--- src/rtl/core/mdi_pkg.sv ---
package mdi_pkg;

    localparam int unsigned ELEM_W = 16;
    localparam int unsigned COF_W  = 2 * ELEM_W + 1;
    localparam int unsigned DET_W  = 3 * ELEM_W + 1;
    localparam int unsigned NUM_W  = COF_W + ELEM_W;
    localparam int unsigned DSH_W  = DET_W + ELEM_W - 1;
    localparam int unsigned REM_W  = DSH_W + 1;
    localparam int unsigned QUO_W  = ELEM_W;
    localparam int unsigned STEPS  = QUO_W;

    localparam logic [QUO_W-1:0] POS_MAX = {1'b0, {(QUO_W-1){1'b1}}};
    localparam logic [QUO_W-1:0] NEG_MAX = {1'b1, {(QUO_W-1){1'b0}}};

    // Operand indexes of the eighteen 2x2 products: cof[k] = A[2k]*B[2k] - A[2k+1]*B[2k+1].
    localparam int unsigned PROD_A [18] = '{4, 5, 5, 3, 3, 4, 2, 1, 0, 2,
                                            1, 0, 1, 2, 2, 0, 0, 1};
    localparam int unsigned PROD_B [18] = '{8, 7, 6, 8, 7, 6, 7, 8, 8, 6,
                                            6, 7, 5, 4, 3, 5, 4, 3};

    typedef struct packed {
        logic [REM_W-1:0] rem;
        logic [QUO_W-1:0] quo;
        logic             neg;
        logic             ovf;
    } lane_t;

    typedef struct packed {
        lane_t [8:0]             lane;
        logic [DSH_W-1:0]        dsh;
        logic signed [DET_W-1:0] det;
        logic                    sing;
    } div_t;

endpackage

--- src/rtl/core/mdi_div_step.sv ---
module mdi_div_step
    import mdi_pkg::*;
(
    input  logic clk,
    input  logic rst_n,
    input  logic in_valid,
    output logic in_ready,
    input  div_t in_data,
    output logic out_valid,
    input  logic out_ready,
    output div_t out_data
);

    logic vld_reg;
    div_t dat_reg;
    div_t dat_next;

    assign in_ready  = !vld_reg || out_ready;
    assign out_valid = vld_reg;
    assign out_data  = dat_reg;

    // One restoring step for all nine lanes against the fixed shifted divisor.
    always_comb
    begin
        dat_next = in_data;
        for (int k = 0; k < 9; k++)
        begin
            logic [REM_W-1:0] r;
            logic             ge;
            r  = in_data.lane[k].rem;
            ge = (r >= {1'b0, in_data.dsh});
            if (ge) r = r - {1'b0, in_data.dsh};
            dat_next.lane[k].rem = {r[REM_W-2:0], 1'b0};
            dat_next.lane[k].quo = {in_data.lane[k].quo[QUO_W-2:0], ge};
        end
    end

    always_ff @(posedge clk or negedge rst_n)
    begin
        if (!rst_n)
        begin
            vld_reg <= 1'b0;
        end
        else if (in_ready)
        begin
            vld_reg <= in_valid;
        end
    end

    always_ff @(posedge clk)
    begin
        if (in_ready) dat_reg <= dat_next;
    end

endmodule

--- config.mk ---
export PLATFORM = sky130hd
export DESIGN_NAME = mdi_div_step
export DESIGN_NICKNAME = d
export VERILOG_FILES = /design/src/rtl/core/mdi_pkg.sv /design/src/rtl/core/mdi_div_step.sv
export SDC_FILE = /design/constraint.sdc
export NUM_CORES = 2
export LEC_CHECK = 0
export ABC_AREA = 1
export ABC_CLOCK_PERIOD_IN_PS = 32600
export BUFFER_PORTS_ARGS = -buffer_cell sky130_fd_sc_hd__buf_2
export CORE_AREA = 2 2 682 684
export CTS_CLUSTER_DIAMETER = 30
export DETAILED_ROUTE_END_ITERATION = 10
export DIE_AREA = 0 0 684 686
export PLACE_DENSITY = 0.37
export SLEW_MARGIN = 25
export SYNTH_ARGS = -nofsm -noshare
export SYNTH_HDL_FRONTEND = slang
export SYNTH_SLANG_ARGS = --single-unit
--- constraint.sdc ---
create_clock -name clk -period 32.6 [get_ports clk]
set_input_delay 4.89 -clock clk [delete_from_list [all_inputs] [get_ports clk]]
set_output_delay 4.89 -clock clk [all_outputs]
set_load 0.02 [all_outputs]
==> flow_metrics.tcl <==
set metrics [dict create \
    vias 99100 \
    ys_warn_count 0 \
    synth_edf_count 852 \
    hpwl_mm 549 \
    switching_share_pct 39.2 \
    layoutNonFillerInstCount 23100 \
    wl_per_cell_um 28.0 \
    p_int_mw 3.77 \
    combPwrFrac_pct 31.9 \
    slew_violations 0 \
    post_cts_buffers 0 \
    grt_pass1_vias 94100 \
    gp_congestion 1.01 \
    slew_headroom_pct 28.4 \
    final_net_count 17900 \
    drive_above_1_share_pct 14.2 \
    ys_types 41 \
    area_growth_pct 30.4 \
    synth_ff_type "edfxtp_1" \
    crit_family "buffers and inverters" \
    seq_power_share_pct 24.2 \
    fin_skew_ns 0.100 \
    overflow 0 \
    io_pins 1728 \
    power-per-cell-area_nw_per_um2 54.7 \
    syn_area_um2 86900 \
    cpMostUsedCell "buf_2" \
    die_w_um 684 \
    cts_buffer_depth 4 \
    cts-resized-gates 0 \
    placed_cell_area_um2 103000 \
    core-area_um2 462000 \
    max_freq_mhz 95.3 \
    cp_cell_sequence "buf_2, inv_1, nand2_4, buf_2" \
    drc_errors 0 \
    nFillCells 53600 \
    cts_tree "built" \
    critical_path.max_fanout 6 \
    p_leak_nw 63.3 \
    holdWs_ns 0.912 \
    htreeDepth 5 \
    endpoint_kind "output pin" \
    worstPathRequired_ns 27.71 \
    startpoint_type "input port" \
    ys_seq_area_share_pct 29.5 \
    clkSinkCount 853 \
    p_sw_mw 2.43 \
    rsz0062_at_grt "false" \
    insertion_delay_ns 0.94 \
    grtUsageTotal_pct 26.5 \
    setup-violations-final 0 \
    hold_buffers 0 \
    grt_max_degree 135 \
    io_buffer_count 1709 \
    ir_drop_uv 51.2 \
    drv_cap 0 \
    clkPwrFrac_pct 43.9 \
    status "finished, final reports clean" \
    cts_root_buffer "clkbuf_16" \
    start_util_pct 18.8 \
    via_per_inst 4.29 \
    drt_iter0_drc 8132 \
    netlist_instances 14500 \
    period_minus_slack_ns 10.49 \
    hold_path_class "reg2reg" \
    wl_mm 648 \
    final_design_area_no_fill_um2 113000 \
    critPathSlowestCell "buf_2" \
    worstPathArrival_ns 5.60 \
    async_reset_ff_share_pct 0.117 \
    dr.pass1.iters 10 \
    die_h_um 686 \
    cts_buffers 287 \
    clkTransAtPathRegs_ns 0.05 \
    postSynthAreaPerCell_um2 6.01 \
    finalHoldViolCount 0 \
    die-area_um2 469000 \
    rows 250 \
    finalSetupTns_ns 0 \
    dp_cells 22300 \
    crit_path_max_incr_delay_ns 0.27 \
    ys_ff_latch 853 \
    antenna_found_initial 228 \
    ant_nets 0 \
    critical_path_class "in2out" \
    postLayoutCoreUtil_pct 24.5 \
    worst_slew_pin_slew_ns 1.07 \
    fin_crit_sh_pct 32.2 \
    crit_buf_inv 3 \
    grt_pass1_wl_mm 839 \
]
sequential cells by signal (all words and copies together) (netlist names):
name / cells
out_valid: 1
out_data: 852
worst paths after layout:
path	startpoint	to	slack, ns	depth (start not counted)
max in group asynchronous	rst_n	out_valid	28.80	1
max reg2reg	out_valid	out_data[262]	28.24	6
min reg2reg	out_valid	out_data[187]	0.91	1
min in group asynchronous	rst_n	out_valid	3.71	1
min	out_valid	out_data[187]	0.91	1
max	out_ready	in_ready	22.11	4
per-stage QoR:
stage	setup slack, ns	power (mW)
floorplan	4.77	2.60
global placement	22.12	3.51
detailed placement	22.13	3.50
CTS	22.13	6.28
global route	22.10	6.48
finish	22.11	6.20
area by class of cell:
| type | count | area [um2] | share of cell area [%] |
|---|---|---|---|
| multi-input cells | 10400 | 49000 | 43.3 |
| flip-flops and latches | 853 | 25600 | 22.6 |
| inverters | 3031 | 11400 | 10.1 |
| repair buffers | 1824 | 9450 | 8.34 |
| well taps | 6174 | 7720 | 6.82 |
| clock buffers | 349 | 7500 | 6.62 |
| clock inverters | 168 | 1910 | 1.68 |
| diodes | 282 | 706 | 0.623 |
logic make-up after synthesis:
family,count (synthesis),synth area share [%]
other cells,1,0.00432
xor+xnor,279,2.81
compound gates,547,3.28
fa+ha+maj,585,8.50
simple gates,9005,41.7
flops,853,29.5
buf+inv,3187,14.2
synth_stat cells, types with 2 or more instances:
library cell	number	share of area [%]
nand2_1	6571	28
inv_1	3021	13
nand3_1	1021	5.9
nor2_1	973	4.2
edfxtp_1	852	29
ha_1	576	8.3
a21oi_1	420	2.4
xor2_1	270	2.7
nand3b_1	147	1.3
nor3_1	121	0.70
o21ai_0	80	0.46
nand4_1	53	0.38
clkbuf_1	52	0.22
buf_2	49	0.28
o21bai_1	41	0.35
buf_6	35	0.45
nor4_1	30	0.22
nor2_2	24	0.17
and3_1	20	0.14
nand2_2	12	0.086
and2_1	11	0.079
or2_2	11	0.079
buf_1	10	0.043
buf_4	10	0.086
fa_1	9	0.21
xnor2_1	9	0.091
inv_2	7	0.030
clkinv_1	3	0.013
nand3_2	3	0.035
nor3_2	3	0.035
nand2_4	2	0.026
o21a_1	2	0.017
power groups by stage:
stage | Combinational (mW) | Clock, mW | Sequential, mW
floorplan | 0.872 | 0 | 1.73
global placement | 1.99 | 0 | 1.52
detailed placement | 1.99 | 0 | 1.52
finish | 1.98 | 2.72 | 1.50
global route | 2.13 | 2.84 | 1.51
CTS | 1.99 | 2.78 | 1.50
routing by layer:
layer | up-vias | GRT usage [%] | wire length (um)
li1 | 48500 | - | -
met1 | 46000 | 29.8 | 248000
met2 | 3639 | 46.6 | 317000
met3 | 893 | 5.06 | 39700
met4 | 78 | 15.5 | 42000
met5 | - | 0 | 530
cell usage in the layout, fill, tap and decap left out, types with 10 or more instances in the layout:
| cell | instances |
|---|---|
| nand2_1 | 6570 |
| ha_1 | 576 |
| nor3_1 | 121 |
| clkbuf_16 | 291 |
| o21bai_1 | 41 |
| inv_1 | 2958 |
| clkinv_2 | 70 |
| and2_1 | 11 |
| inv_2 | 41 |
| o21ai_0 | 80 |
| nor4_1 | 30 |
| edfxtp_1 | 852 |
| nor2_2 | 19 |
| clkbuf_1 | 58 |
| nand3_1 | 1021 |
| and3_1 | 20 |
| buf_2 | 1707 |
| diode_2 | 282 |
| a21oi_1 | 420 |
| inv_6 | 12 |
| bufinv_16 | 29 |
| nand2_2 | 11 |
| clkinv_1 | 58 |
| buf_4 | 115 |
| clkinvlp_4 | 10 |
| nor2_1 | 973 |
| xor2_1 | 270 |
| nand4_1 | 53 |
| nand3b_1 | 147 |
| or2_2 | 11 |
Power figures use the tool's default switching activity.
