`config.mk`:
```
export PLATFORM = sky130hd
export DESIGN_NAME = mdi_sat
export DESIGN_NICKNAME = d
export VERILOG_FILES = /design/src/rtl/core/mdi_pkg.sv /design/src/rtl/core/mdi_sat.sv
export SDC_FILE = /design/constraint.sdc
export NUM_CORES = 1
export LEC_CHECK = 0
export ABC_AREA = 1
export BUFFER_PORTS_ARGS = -buffer_cell sky130_fd_sc_hd__buf_2
export CORE_AREA = 2 2 415 417
export DETAILED_ROUTE_END_ITERATION = 10
export DIE_AREA = 0 0 417 419
export HOLD_SLACK_MARGIN = 0.12
export PLACE_DENSITY = 0.3
export SETUP_SLACK_MARGIN = 0.5
export SLEW_MARGIN = 15
export SYNTH_ARGS = -nofsm -noshare
export SYNTH_HDL_FRONTEND = slang
export SYNTH_SLANG_ARGS = --single-unit
```
`constraint.sdc`:
```
create_clock -name clk -period 10.8 [get_ports clk]
set_input_delay 2.7 -clock clk [delete_from_list [all_inputs] [get_ports clk]]
set_output_delay 2.7 -clock clk [all_outputs]
set_load 0.01 [all_outputs]
```
`src/rtl/core/mdi_pkg.sv`:
```
package mdi_pkg;

    localparam int unsigned ELEM_W = 16;
    localparam int unsigned COF_W  = 2 * ELEM_W + 1;
    localparam int unsigned DET_W  = 3 * ELEM_W + 1;
    localparam int unsigned NUM_W  = COF_W + ELEM_W;
    localparam int unsigned DSH_W  = DET_W + ELEM_W - 1;
    localparam int unsigned REM_W  = DSH_W + 1;
    localparam int unsigned QUO_W  = ELEM_W;
    localparam int unsigned STEPS  = QUO_W;

    localparam logic [QUO_W-1:0] POS_MAX = {1'b0, {(QUO_W-1){1'b1}}};
    localparam logic [QUO_W-1:0] NEG_MAX = {1'b1, {(QUO_W-1){1'b0}}};

    // Operand indexes of the eighteen 2x2 products: cof[k] = A[2k]*B[2k] - A[2k+1]*B[2k+1].
    localparam int unsigned PROD_A [18] = '{4, 5, 5, 3, 3, 4, 2, 1, 0, 2,
                                            1, 0, 1, 2, 2, 0, 0, 1};
    localparam int unsigned PROD_B [18] = '{8, 7, 6, 8, 7, 6, 7, 8, 8, 6,
                                            6, 7, 5, 4, 3, 5, 4, 3};

    typedef struct packed {
        logic [REM_W-1:0] rem;
        logic [QUO_W-1:0] quo;
        logic             neg;
        logic             ovf;
    } lane_t;

    typedef struct packed {
        lane_t [8:0]             lane;
        logic [DSH_W-1:0]        dsh;
        logic signed [DET_W-1:0] det;
        logic                    sing;
    } div_t;

endpackage

```
`src/rtl/core/mdi_sat.sv`:
```
module mdi_sat
    import mdi_pkg::*;
(
    input  logic         clk,
    input  logic         rst_n,
    input  logic         in_valid,
    output logic         in_ready,
    input  div_t         in_data,
    output logic         out_valid,
    input  logic         out_ready,
    output logic [199:0] out_data,
    output logic [1:0]   out_user
);

    logic         vld_reg;
    logic [199:0] dat_reg;
    logic [1:0]   usr_reg;
    logic [199:0] dat_next;
    logic [1:0]   usr_next;

    assign in_ready  = !vld_reg || out_ready;
    assign out_valid = vld_reg;
    assign out_data  = dat_reg;
    assign out_user  = usr_reg;

    always_comb
    begin
        logic sat;
        sat      = 1'b0;
        dat_next = '0;
        for (int k = 0; k < 9; k++)
        begin
            logic [QUO_W-1:0] q;
            logic [QUO_W-1:0] v;
            q = in_data.lane[k].quo;
            if (in_data.lane[k].neg)
            begin
                if (in_data.lane[k].ovf || q > NEG_MAX)
                begin
                    v   = NEG_MAX;
                    sat = 1'b1;
                end
                else
                begin
                    v = -q;
                end
            end
            else
            begin
                if (in_data.lane[k].ovf || q > POS_MAX)
                begin
                    v   = POS_MAX;
                    sat = 1'b1;
                end
                else
                begin
                    v = q;
                end
            end
            if (in_data.sing) v = '0;
            dat_next[k*ELEM_W +: ELEM_W] = v;
        end
        dat_next[9*ELEM_W +: DET_W] = in_data.det;
        usr_next = {sat && !in_data.sing, in_data.sing};
    end

    always_ff @(posedge clk or negedge rst_n)
    begin
        if (!rst_n)
        begin
            vld_reg <= 1'b0;
        end
        else if (in_ready)
        begin
            vld_reg <= in_valid;
        end
    end

    always_ff @(posedge clk)
    begin
        if (in_ready)
        begin
            dat_reg <= dat_next;
            usr_reg <= usr_next;
        end
    end

endmodule

```
==> reports/metrics.cfg <==
[yosys]
postSynth.topFlopCell=sky130_fd_sc_hd__edfxtp_1
syn_avg_cell_area_um2=8.89
synthXorXnorAreaFrac=0.0604
sequential_fraction_of_the_synthesis_area=0.507
synth_area_leaders=sky130_fd_sc_hd__edfxtp_1 (51%), sky130_fd_sc_hd__o21ai_0 (5.8%), sky130_fd_sc_hd__nand2_1 (5.6%)
synthCells=1304
yosysTopAreaCellShare=0.505
basic_gate_share_of_the_synthesized_area_counting_and_or_nand_and_nor_cells=0.218
compound_gate_fraction_of_synth_area=0.132
asyncSetResetFlopFracSynth=0.00510
synth_mux_area_frac=0
synth-seq-cells=196
synth_cell_types=44
number_of_enable_type_register_cells_in_the_synthesized_netlist=195
netlist_area_um2=11600
ys.warnings.count=0
synth_top_family_by_area=simple AND/OR/NAND/NOR gates
synth_top_area_cell=sky130_fd_sc_hd__edfxtp_1
yosys.area_share.adder=0.00971

[die]
start_util=0.0680
coreArea_um2=171000
boundaryPins=1069
chipWidth_um=417
placement_rows=152
fp.dieH_um=419
dieArea_um2=175000

[setup_path]
timing.critical_path.fanout_max=28
cp_data_required_time_ps=8100
crit_type=in2out
worstSetupEndpointType=output port
worstSetupStartpoint=out_ready
reg_to_reg_setup_timing_slack_ps=7570
wp_depth=4
critical_path.cell_chain=buf_2 -> inv_1 -> nand2_4 -> buf_2
rr_worst_depth=4
critical_path.max_stage_delay_ps=390
highest_delay_cell_along_the_critical_path=sky130_fd_sc_hd__nand2_4
critPathMostFrequentCell=sky130_fd_sc_hd__buf_2
worst-path-buf-inv=3
path_delay_family=simple AND/OR/NAND/NOR gates
cp_data_arrival_time_ps=3520
critical_path.startpoint_type=input pin
r2r_start=out_valid

[timing]
final_min_period_over_clock_period=0.576
slew_headroom=0.400
worst_clock_skew_ps=23.5
layout_setup_ws_ps=4580
setup_viol_count_final=0
fmaxAchievable_mhz=161
timing.final.max_slew_violations=0
final_hold_violation_count=0
worstMarginPinSlew_ps=901
rsz0062_at_grt=false
timing.final.crit_period_ps=6220
totalNegativeSetupSlack_ps=0

[finish]
nFillCells=19800
final-seq-area_um2=5880
area_grow_syn2layout_pct=45.8
fin_util=0.0991
post_layout_instance_count_excluding_filler_cells=3943
post_route_cell_area_um2=16900
share_of_cells_above_drive_strength_1=0.308
finalNetCount=2564
multiInputGateArea_um2=4900

[power_and_ir_drop]
powerDensity_nw_per_um2=125
sequentialPowerShare=0.441
power.leakage_nw=6.35
cellInternalPower_mw=1.36
power.ir.vdd_worst_mv=0.118
power.share.clock=0.367
sw_frac_of_total=0.355
p_sw_uw=747
comb_power_share=0.192

[placement]
pre_cts_slack_ps=4540
place.port_buffers=412
numPlacedInstances=3904
placement.cell_area_um2=16200
gpl.final_weighted_congestion=0.793
hpwl_mm=61.5

[clocking]
cts.clk_slew.worst_paths_ps=100
insertion_delay_ps=560
cts_buffers=17
clock_path_buffers=2
cts_setup_buffers=0
clock_tree_from_tritoncts=yes
cts-root-buf=sky130_fd_sc_hd__clkbuf_16
htreeDepth=4
number_of_gates_given_a_new_drive_strength_after_cts=0
cts-hold-fix-buffers=0
clock-sinks=196

[run_status]
outcome=complete, no violations

[global_route]
grt_max_degree=61
globalRoute.totalOverflow=0
wire_length_of_the_first_global_routing_pass_mm=97.1
antenna_found_initial=50
globalRouteTotalUtil=0.0828
number_of_global_route_vias_before_repair=11100

[route]
detailroute.via_count=10900
drtAntennaViolNets=0
routed_via_density=2.76
drc=0
wl_per_cell_um=18.7
drt_iter0_markers=623
drt_pass1_iterations=5
detail_route.wirelength_mm=73.7

[worst_hold_path]
min_delay_path_depth=1
timing.hold.worst.class=reg2reg
worst_min_delay_path_startpoint=out_valid

[flow_run]
max_cap_violations=0

==> synth_stat cells, types with 3 or more instances <==
cell                       count
sky130_fd_sc_hd__nand2_1     173
sky130_fd_sc_hd__buf_4        11
sky130_fd_sc_hd__nand3_1     119
sky130_fd_sc_hd__nor3_2        6
sky130_fd_sc_hd__a31oi_1       4
sky130_fd_sc_hd__nand3b_1      9
sky130_fd_sc_hd__o21a_1        4
sky130_fd_sc_hd__edfxtp_1    195
sky130_fd_sc_hd__nand2_2      14
sky130_fd_sc_hd__inv_2         4
sky130_fd_sc_hd__a21oi_2       9
sky130_fd_sc_hd__xor2_1       65
sky130_fd_sc_hd__nand3_2       7
sky130_fd_sc_hd__clkbuf_1     39
sky130_fd_sc_hd__o21ai_0     134
sky130_fd_sc_hd__nor2_2       14
sky130_fd_sc_hd__o31ai_1       3
sky130_fd_sc_hd__ha_1          9
sky130_fd_sc_hd__nand4_1      31
sky130_fd_sc_hd__nor2_4        8
sky130_fd_sc_hd__nor3_1       20
sky130_fd_sc_hd__inv_1       138
sky130_fd_sc_hd__a21oi_1     127
sky130_fd_sc_hd__or2_2         6
sky130_fd_sc_hd__xnor2_1      15
sky130_fd_sc_hd__buf_6         4
sky130_fd_sc_hd__nor2_1      115
==> power by group through the flow <==
stage	sequential (mW)	clock (mW)	combinational [mW]
CTS	0.931	0.828	0.429
floorplan	0.989	0	0.143
global route	0.936	0.848	0.450
global placement	0.947	0	0.430
finish	0.929	0.772	0.405
detailed placement	0.946	0	0.427
==> final cells by class <==
cell class	count	share of cell area
well taps	2233	0.165
repair buffers	420	0.126
clock buffers	17	0.0252
inverters	142	0.0315
diodes	7	0.00104
clock inverters	15	0.0135
multi-input cells	913	0.290
flip-flops and latches	196	0.348
==> per-stage QoR <==
stage | hold WS, ps | power (mW)
after CTS | 1050 | 2.19
after global routing | 1080 | 2.23
after floorplan | 2400 | 1.13
final | 1000 | 2.11
after detailed placement | 1050 | 1.37
after global placement | 1050 | 1.38
==> state kept, by name (all words and copies together), names as in the netlist <==
name,count
out_data,193
out_user,2
out_valid,1
==> routing by layer <==
layer | part of all wire | track usage | vias up
li1 | - | - | 5268
met1 | 0.35 | 0.0803 | 5230
met2 | 0.56 | 0.161 | 269
met3 | 0.067 | 0.0334 | 101
met4 | 0.023 | 0.0206 | 26
met5 | 0.0022 | 0 | -
==> placed cells by master (no fill, tap or decap), drive strengths merged, types with 32 or more instances in the layout <==
master / n
buf: 420
edfxtp: 195
nand2: 187
inv: 150
nor2: 137
a21oi: 136
o21ai: 134
nand3: 127
xor2: 65
nand4: 32
==> worst paths after layout <==
| check | endpoint |
|---|---|
| worst max register to register | out_data[11] |
| worst min register to register | out_data[136] |
| max in group asynchronous | out_valid |
| worst max-delay path | in_ready |
| min in group asynchronous | out_valid |
| worst min-delay path | out_data[136] |
==> kinds of logic after synthesis <==
group,after synthesis
flops,196
xor+xnor,80
fa+ha+maj,9
buf+inv,201
compound gates,289
other cells,1
simple gates,528
(Power assumes the default switching activity.)
